File: config.mk
export PLATFORM = sky130hd
export DESIGN_NAME = rgb_to_hsv_converter
export DESIGN_NICKNAME = d
export VERILOG_FILES = /design/src/rtl/core/rgbhsv_pkg.sv /design/src/rtl/core/rgb_to_hsv_converter.sv /design/src/rtl/core/rgbhsv_front.sv /design/src/rtl/core/rgbhsv_div_cell.sv /design/src/rtl/core/rgbhsv_back.sv
export SDC_FILE = /design/constraint.sdc
export NUM_CORES = 1
export LEC_CHECK = 0
export BUFFER_PORTS_ARGS = -buffer_cell sky130_fd_sc_hd__buf_4
export CAP_MARGIN = 20
export CORE_ASPECT_RATIO = 2
export CORE_MARGIN = 8
export CORE_UTILIZATION = 56
export DETAILED_ROUTE_END_ITERATION = 7
export PLACE_DENSITY = 0.69
export SYNTH_ARGS = -nofsm -noshare
export SYNTH_HDL_FRONTEND = slang
export SYNTH_SLANG_ARGS = --single-unit
File: constraint.sdc
create_clock -name clk -period 5.26 [get_ports clk]
set_clock_uncertainty 0.2 [all_clocks]
set_input_delay 1.052 -clock clk [delete_from_list [all_inputs] [get_ports clk]]
set_output_delay 1.052 -clock clk [all_outputs]
set_load 0.05 [all_outputs]
File: src/rtl/core/rgbhsv_pkg.sv
package rgbhsv_pkg;

	localparam int unsigned CHAIN_LEN = 8;

	localparam logic [10:0] HUE_WRAP  = 11'd1529;
	localparam logic [10:0] HUE_GREEN = 11'd510;
	localparam logic [10:0] HUE_BLUE  = 11'd1020;
	localparam logic [10:0] HUE_ZERO  = 11'd0;

	// One restoring divider lane. The dividend's high byte starts in rem and
	// its low byte is shifted in one bit per cell.
	typedef struct packed {
		logic [7:0] rem;
		logic [7:0] num_lo;
		logic [7:0] quo;
		logic [7:0] dvs;
	} div_lane_t;

	typedef struct packed {
		logic [10:0] base;
		logic        neg;
		logic        zero;
		logic [7:0]  brightness;
	} side_t;

	typedef struct packed {
		div_lane_t hue_div;
		div_lane_t sat_div;
		side_t     side;
	} beat_t;

	function automatic div_lane_t div_step(div_lane_t lane);
		logic [8:0] trial;
		div_lane_t  nxt;
		trial = {lane.rem, lane.num_lo[7]};
		nxt = lane;
		nxt.num_lo = {lane.num_lo[6:0], 1'b0};
		if (trial >= {1'b0, lane.dvs}) begin
			nxt.rem = 8'(trial - {1'b0, lane.dvs});
			nxt.quo = {lane.quo[6:0], 1'b1};
		end else begin
			nxt.rem = trial[7:0];
			nxt.quo = {lane.quo[6:0], 1'b0};
		end
		return nxt;
	endfunction

endpackage

File: src/rtl/core/rgb_to_hsv_converter.sv
// Channel  Handshake                  Payload
// pixel    pixel_valid / pixel_ready  red, green, blue (8 bits each)
// hsv      hsv_valid / hsv_ready      hue (11), saturation (8), brightness (8)
//
// One pixel per clock sustained while hsv_ready stays high.
// The pipeline is a front stage, eight restoring divide cells (one quotient bit each),
// and the output register.
// Asynchronous active-low reset empties every stage; no data is cleared.
// A stall at hsv_ready holds each occupied stage, and empty stages keep filling.
module rgb_to_hsv_converter import rgbhsv_pkg::*; (
	input  logic        clk,
	input  logic        arst_n,
	input  logic        pixel_valid,
	output logic        pixel_ready,
	input  logic [7:0]  red,
	input  logic [7:0]  green,
	input  logic [7:0]  blue,
	output logic        hsv_valid,
	input  logic        hsv_ready,
	output logic [10:0] hue,
	output logic [7:0]  saturation,
	output logic [7:0]  brightness
);

	logic  chain_valid [CHAIN_LEN+1];
	logic  chain_ready [CHAIN_LEN+1];
	beat_t chain_beat  [CHAIN_LEN+1];

	rgbhsv_front u_front (
		.clk     (clk),
		.arst_n  (arst_n),
		.valid_i (pixel_valid),
		.ready_o (pixel_ready),
		.red     (red),
		.green   (green),
		.blue    (blue),
		.valid_o (chain_valid[0]),
		.ready_i (chain_ready[0]),
		.beat_o  (chain_beat[0])
	);

	for (genvar i = 0; i < CHAIN_LEN; i++) begin : g_cell
		rgbhsv_div_cell u_cell (
			.clk     (clk),
			.arst_n  (arst_n),
			.valid_i (chain_valid[i]),
			.ready_o (chain_ready[i]),
			.beat_i  (chain_beat[i]),
			.valid_o (chain_valid[i+1]),
			.ready_i (chain_ready[i+1]),
			.beat_o  (chain_beat[i+1])
		);
	end

	rgbhsv_back u_back (
		.clk        (clk),
		.arst_n     (arst_n),
		.valid_i    (chain_valid[CHAIN_LEN]),
		.ready_o    (chain_ready[CHAIN_LEN]),
		.beat_i     (chain_beat[CHAIN_LEN]),
		.valid_o    (hsv_valid),
		.ready_i    (hsv_ready),
		.hue        (hue),
		.saturation (saturation),
		.brightness (brightness)
	);

endmodule

File: src/rtl/core/rgbhsv_front.sv
module rgbhsv_front import rgbhsv_pkg::*; (
	input  logic       clk,
	input  logic       arst_n,
	input  logic       valid_i,
	output logic       ready_o,
	input  logic [7:0] red,
	input  logic [7:0] green,
	input  logic [7:0] blue,
	output logic       valid_o,
	input  logic       ready_i,
	output beat_t      beat_o
);

	logic        valid_s1;
	beat_t       beat_s1;
	logic [7:0]  mx, mn, dlt, hi, lo, mag;
	logic        neg;
	logic [10:0] base;
	logic [15:0] num_h, num_s;
	beat_t       beat_d;

	always_comb begin
		mx = (red > green) ? red : green;
		mx = (mx > blue) ? mx : blue;
		mn = (red < green) ? red : green;
		mn = (mn < blue) ? mn : blue;
		dlt = mx - mn;
		if (red == mx) begin
			hi = green;
			lo = blue;
		end else if (green == mx) begin
			hi = blue;
			lo = red;
		end else begin
			hi = red;
			lo = green;
		end
		neg = hi < lo;
		mag = neg ? (lo - hi) : (hi - lo);
		// Red wraps below zero onto the top of the hue circle.
		if (red == mx) begin
			base = neg ? HUE_WRAP : HUE_ZERO;
		end else if (green == mx) begin
			base = HUE_GREEN;
		end else begin
			base = HUE_BLUE;
		end
		num_h = {mag, 8'd0} - {8'd0, mag};
		num_s = {dlt, 8'd0} - {8'd0, dlt};
		beat_d.hue_div.rem    = num_h[15:8];
		beat_d.hue_div.num_lo = num_h[7:0];
		beat_d.hue_div.quo    = 8'd0;
		beat_d.hue_div.dvs    = dlt;
		beat_d.sat_div.rem    = num_s[15:8];
		beat_d.sat_div.num_lo = num_s[7:0];
		beat_d.sat_div.quo    = 8'd0;
		beat_d.sat_div.dvs    = mx;
		beat_d.side.base       = base;
		beat_d.side.neg        = neg;
		beat_d.side.zero       = (dlt == 8'd0);
		beat_d.side.brightness = mx;
	end

	assign ready_o = !valid_s1 || ready_i;

	always_ff @(posedge clk or negedge arst_n) begin
		if (!arst_n) begin
			valid_s1 <= 1'b0;
		end else if (ready_o) begin
			valid_s1 <= valid_i;
		end
	end

	always_ff @(posedge clk) begin
		if (ready_o && valid_i) begin
			beat_s1 <= beat_d;
		end
	end

	assign valid_o = valid_s1;
	assign beat_o  = beat_s1;

endmodule

File: src/rtl/core/rgbhsv_div_cell.sv
module rgbhsv_div_cell import rgbhsv_pkg::*; (
	input  logic  clk,
	input  logic  arst_n,
	input  logic  valid_i,
	output logic  ready_o,
	input  beat_t beat_i,
	output logic  valid_o,
	input  logic  ready_i,
	output beat_t beat_o
);

	logic  valid_q;
	beat_t beat_q;

	assign ready_o = !valid_q || ready_i;

	always_ff @(posedge clk or negedge arst_n) begin
		if (!arst_n) begin
			valid_q <= 1'b0;
		end else if (ready_o) begin
			valid_q <= valid_i;
		end
	end

	always_ff @(posedge clk) begin
		if (ready_o && valid_i) begin
			beat_q.hue_div <= div_step(beat_i.hue_div);
			beat_q.sat_div <= div_step(beat_i.sat_div);
			beat_q.side    <= beat_i.side;
		end
	end

	assign valid_o = valid_q;
	assign beat_o  = beat_q;

`ifndef ASSERT_OFF
	// The partial remainder stays below the divisor for every real division.
	a_hue_rem: assert property (@(posedge clk) disable iff (!arst_n)
		valid_q && !beat_q.side.zero |-> beat_q.hue_div.rem < beat_q.hue_div.dvs)
		else $error("hue remainder not below divisor");
	a_sat_rem: assert property (@(posedge clk) disable iff (!arst_n)
		valid_q && !beat_q.side.zero |-> beat_q.sat_div.rem < beat_q.sat_div.dvs)
		else $error("saturation remainder not below divisor");
	a_hold: assert property (@(posedge clk) disable iff (!arst_n)
		valid_q && !ready_i |=> valid_q && $stable(beat_q))
		else $error("stalled cell lost its beat");
`endif

endmodule

File: src/rtl/core/rgbhsv_back.sv
module rgbhsv_back import rgbhsv_pkg::*; (
	input  logic        clk,
	input  logic        arst_n,
	input  logic        valid_i,
	output logic        ready_o,
	input  beat_t       beat_i,
	output logic        valid_o,
	input  logic        ready_i,
	output logic [10:0] hue,
	output logic [7:0]  saturation,
	output logic [7:0]  brightness
);

	logic        valid_q;
	logic [10:0] hue_q;
	logic [7:0]  sat_q, bright_q;
	logic [8:0]  quo_up;
	logic [10:0] hue_d;
	logic [7:0]  sat_d;

	always_comb begin
		// A negative offset rounds toward minus infinity, so the quotient rounds up.
		quo_up = {1'b0, beat_i.hue_div.quo} + {8'd0, (beat_i.hue_div.rem != 8'd0)};
		if (beat_i.side.zero) begin
			hue_d = HUE_ZERO;
			sat_d = 8'd0;
		end else begin
			hue_d = beat_i.side.neg ? (beat_i.side.base - {2'b0, quo_up})
			                        : (beat_i.side.base + {3'b0, beat_i.hue_div.quo});
			sat_d = beat_i.sat_div.quo;
		end
	end

	assign ready_o = !valid_q || ready_i;

	always_ff @(posedge clk or negedge arst_n) begin
		if (!arst_n) begin
			valid_q <= 1'b0;
		end else if (ready_o) begin
			valid_q <= valid_i;
		end
	end

	always_ff @(posedge clk) begin
		if (ready_o && valid_i) begin
			hue_q    <= hue_d;
			sat_q    <= sat_d;
			bright_q <= beat_i.side.brightness;
		end
	end

	assign valid_o    = valid_q;
	assign hue        = hue_q;
	assign saturation = sat_q;
	assign brightness = bright_q;

`ifndef ASSERT_OFF
	a_hue_range: assert property (@(posedge clk) disable iff (!arst_n)
		valid_q |-> hue_q < HUE_WRAP)
		else $error("hue out of range");
	a_black: assert property (@(posedge clk) disable iff (!arst_n)
		valid_q && bright_q == 8'd0 |-> hue_q == HUE_ZERO && sat_q == 8'd0)
		else $error("black pixel with nonzero hue or saturation");
	a_gray: assert property (@(posedge clk) disable iff (!arst_n)
		valid_i && ready_o && beat_i.side.zero |=> hue_q == HUE_ZERO && sat_q == 8'd0)
		else $error("gray pixel with nonzero hue or saturation");
`endif

endmodule

; Yosys cells after proc, flatten, opt, wreduce, memory -nomap -nowiden
; Cells that the tools add are included.
; Widths: inputs -> output; s select.
[totals]
input_bits = 28
reg_bits = 570
word_cells = 228
[op_classes]
mux = 44
n_eq_ne = 2
n_addsub = 23
order_cmp = 21
n_reduce_logical = 32
[op_table]
columns = op, count
row1 = $mux 8, 24
row2 = $ge 9x8->1, 16
row3 = $sub 8x8->8, 18
row4 = $mux 11, 3
row5 = $sub 16x8->16, 2
row6 = $lt 8x8->1, 3
row7 = $eq 8x8->1, 2
row8 = $gt 8x8->1, 2
row9 = $mux 1, 16
row10 = $add 11x8->11, 1
row11 = $sub 11x9->11, 1
row12 = $logic_and 1x1->1, 10
row13 = $logic_not 1->1, 10
row14 = $logic_or 1x1->1, 10
row15 = $mux 10, 1
row16 = $add 8x1->9, 1
row17 = $logic_not 8->1, 1
row18 = $reduce_bool 8->1, 1

; Logic depth before layout (Yosys ltp)
[logic_depth]
depth_word = 12
mapped_depth = 33

; Cells and area by module
; From an unflattened synthesis, not the netlist that was laid out.
[unflattened]
cells_unflattened = 2550
area_unflattened_um2 = 35858.1
[by_module_without_submodules]
columns = module, area_each_um2, instances, cells_per_inst
row1 = rgbhsv_div_cell at g_cell[1].u_cell ..., 3560.9, 4, 224
row2 = rgbhsv_front, 5290.1, 1, 579
row3 = rgbhsv_div_cell at g_cell[0].u_cell, 3623.5, 1, 221
row4 = rgbhsv_div_cell at g_cell[4].u_cell, 3583.4, 1, 217
row5 = rgbhsv_div_cell at g_cell[6].u_cell, 3555.9, 1, 220
row6 = rgbhsv_div_cell at g_cell[5].u_cell, 3525.9, 1, 219
row7 = rgbhsv_back, 2035.7, 1, 198

; Least setup slack after synthesis
; Ideal clock, no wire load.
[synth_path]
path_type = input -> register
start = in green[5]
end = reg u_front.beat_s1 (netlist bit u_front.beat_o[77]), data pin
setup_slack_ns = -2.442
stages = 31
n_path_buf = 5
setup_ns = 0.258
arrival_ns = 7.244
path_cell_list = clkbuf_1 > inv_1 > ha_1 > and4_1 > o21ai_0 > a21oi_1 > clkbuf_1 > nand2_1 > o21ai_0 > ha_1 > nor2b_1 > o211ai_1 > a21oi_1 > or2_1 > buf_2 > a311oi_1 > a31oi_1 > nor3_2 > buf_2 > mux2_2 > ha_1 > fa_1 > nor2b_4 > o31a_1 > o311a_4 > buf_6 > mux2_2 > ha_1 > nor3b_1 > and4_1 > xnor2_1
[synth_rtl]
columns = item, line
row1 = "start, declared", rgb_to_hsv_converter.sv:16  ; input logic [7:0] green,
row2 = "end signal, assigned", rgbhsv_front.sv:76  ; beat_s1 <= beat_d;
row3 = "end, declared", rgbhsv_front.sv:15  ; beat_t beat_s1;

==> results.yml <==
die:
  start_util: 0.566
  dieArea_um2: 54700
  row_count: 112
  die_h_um: 323
  io_pins: 57
  fp.dieW_um: 169
  coreArea_um2: 46500
synth:
  syn_area_um2: 26300
  synthArstFlopShare: 0.0197
  synth_edf_count: 498
  synth_xor_area_frac: 0.0332
  synth-simple-area-share: 0.0833
  synthesis.nets: 2298
  synth.area.top_cells: "edfxtp_1 (57%), ha_1 (9.5%), mux2_2 (4.4%)"
  synthTopCellsByCount: "edfxtp_1 (498), inv_1 (258), ha_1 (200)"
  synth_top_family_by_area: "adder cells"
  seq_area_frac_synth: 0.577
  synth.ff_latch_count: 508
  netlist_instances: 2049
  synthMostInstantiatedCell: "edfxtp_1"
  ys.flop_type: "edfxtp_1"
  synth_warnings: 0
  synth_compound_area_frac: 0.0852
  yosys.area.top_type: "edfxtp_1"
  synthAdderAreaFrac: 0.111
  syn_avg_cell_area_um2: 12.9
  synth_top_area_share: 0.568
  synthDistinctLibCells: 79
  synthMuxAreaShare: 0.0694
sta:
  finalHoldViolCount: 0
  fin_crit_ns: 6.99
  slew-limit-headroom: 0.554
  worst_pin_slew_ns: 0.670
  finalCritPeriodShare: 1.33
  drv_slew: 0
  rsz0062_at_grt: "true"
  tns_ns: -40.43
  max_freq_mhz: 143
  finalSetupViolations: 37
  hold_slack_ns: 0.130
  fin_ws_ns: -1.73
clock_network:
  clkTransAtPathRegs_ns: 0.07
  clkLatencyLatePin_ns: 0.55
  htree_levels: 2
  postCtsHoldBufs: 0
  clk_path_buf_depth: 3
  cts_tree: "built"
  cts_sinks: 508
  cts_inserted_buffers: 41
  cts_root_buffer: "clkbuf_16"
global_route:
  grt_pass1_wl_mm: 87.6
  antenna_found_initial: 0
  overflow: 0
  grt_start_max_net_pins: 55
  grt_use_total: 0.206
  grt_pass1_vias: 18000
finish:
  diodes: 0
  area_delta_synth_final_pct: 21.0
  nets: 2606
  layout-drive-gt1-share: 0.267
drt:
  routed-wl-met2_mm: 33.5
  dr.first_iter.drc_count: 645
  drtPass1Iterations: 5
  vias_per_cell: 5.49
  wl_mm: 55.1
  top_layer: "met4"
  wire_per_inst_um: 18.3
  met3_wirelength_mm: 1.38
  met1_length_mm: 14.9
  ant_nets: 0
  vias: 16600
  drcViolationCount: 0
flow_run:
  drv_cap: 0
run_status:
  violations: "setup timing"
  status: "finished, violations left"
place:
  place.gp.congestion: 1.01
  dp_worst_setup_slack_ns: -2.64
  port_buffers: 56
  hpwl_mm: 43.0
power:
  irDropWorstVdd_mv: 0.300
  power-per-cell-area_nw_per_um2: 642
  leakage_nw: 13.0
setup_path:
  worstSetupEndpointType: "flip-flop"
  cp.arrival_ns: 7.08
  worstSetupPathType: "in -> reg"
  slowest_stage: "a221o_2"
  cp_top_family: "compound AO/OA/AOI/OAI gates"
  crit_required_ns: 5.35
  critPathMaxFanout: 6
  crit_buf_inv: 4
  reg2reg_slack_ns: 0.91
  worstSetupStartpointType: "primary input"
  slowest_delay_ns: 0.42
min_path:
  hold_class: "in -> async"
==> timing repair <==
action	in CTS	in global routing
pin swaps	66	28
gates resized for setup	172	38
cloned	3	0
endpoints found under the setup margin	38	38
setup buffers	45	8
==> through the flow <==
stage	instance area, um^2	total power, mW	util	cells
after floorplan	26700	13.8	-	2049
after global placement	29100	16.2	0.624	2889
after detailed placement	29100	16.5	0.624	2889
after CTS	31700	20.4	0.681	3009
after global routing	31900	21.8	0.685	3015
final	31900	20.4	0.685	3015
==> sequential cells by signal, summed over array words and instances (netlist names) <==
signal / cells
u_back.saturation: 8
u_back.hue: 11
u_back.valid_o: 1
u_front.valid_o: 1
u_back.brightness: 8
g_cell.u_cell.beat_o: 417
u_front.beat_o: 54
g_cell.u_cell.valid_o: 8
==> worst register-to-register path, stage by stage, from the launching register on <==
cell,delay [ns]
edfxtp_1,0.36
nor4_1,0.32
nand2_1,0.12
fa_1,0.52
inv_1,0.05
ha_1,0.18
or2_2,0.30
fa_1,0.39
nand2b_1,0.16
a21oi_1,0.24
o21ai_0,0.11
a21oi_1,0.30
o21ai_0,0.20
a211oi_1,0.33
o21ai_0,0.16
nor3b_1,0.16
==> layout make-up <==
cell class                 instances  area [um^2]
tap                              627          785
clock inverter                    29          335
multi-input combinational       1262        11100
timing repair buffer             286         2370
fill                            3328        14700
sequential                       508        15200
inverter                         258          985
clock buffer                      45         1070
==> path summary, 6_finish.rpt <==
kind	from	cells after the start	to
hold reg to reg	g_cell[6].u_cell.beat_o[67]	0	g_cell[7].u_cell.beat_o[68]
setup reg to reg	g_cell[7].u_cell.beat_o[82]	15	u_back.hue[10]
hold / removal	arst_n	1	u_back.valid_o
setup / recovery	green[5]	29	u_front.beat_o[80]
min in group clk	g_cell[6].u_cell.beat_o[67]	0	g_cell[7].u_cell.beat_o[68]
max in group asynchronous	arst_n	1	g_cell[1].u_cell.valid_o
==> layout by cell type (no fill, tap or decap), drive strengths merged, types with 5 or more instances in the layout <==
cell	netlist	layout
edfxtp	498	498
buf	9	286
inv	258	260
ha	200	200
nor2	157	157
o21ai	125	125
mux2	108	108
nand2	75	75
xnor2	65	65
a21oi	58	58
mux2i	58	58
nor2b	51	51
clkbuf	12	45
nand4	40	40
nand2b	36	36
xor2	33	33
a21boi	33	33
a21o	28	28
fa	21	21
a311oi	17	17
a22oi	16	16
nor3	15	15
nand3	13	13
clkinv	0	13
dfrtp	10	10
and2	10	10
o21a	9	9
clkinvlp	0	8
a211oi	8	8
or2	8	8
a31oi	8	8
o211ai	7	7
bufinv	0	6
and4	6	6
nor3b	6	6
nor4	5	5
==> cell families (layout without fill, tap and decap cells) <==
kind of cell,Yosys count,after routing
mux,166,166
compound gates,341,341
xor+xnor,98,98
buf+inv,279,618
simple gates,436,436
flops,508,508
fa+ha+maj,221,221
==> per-layer routing <==
metal,GRT usage,vias up
met2,0.444,330
met1,0.141,8000
met3,0.0229,204
li1,-,8030
met4,0.184,0
met5,0,-
==> power by group <==
| part | leakage (nW) | switching (mW) | internal, mW | total (mW) |
|---|---|---|---|---|
| combinational | 7.35 | 5.25 | 4.69 | 9.94 |
| sequential | 4.96 | 0.616 | 6.69 | 7.30 |
| clock | 0.672 | 1.41 | 1.79 | 3.20 |
(Power assumes the default switching activity.)
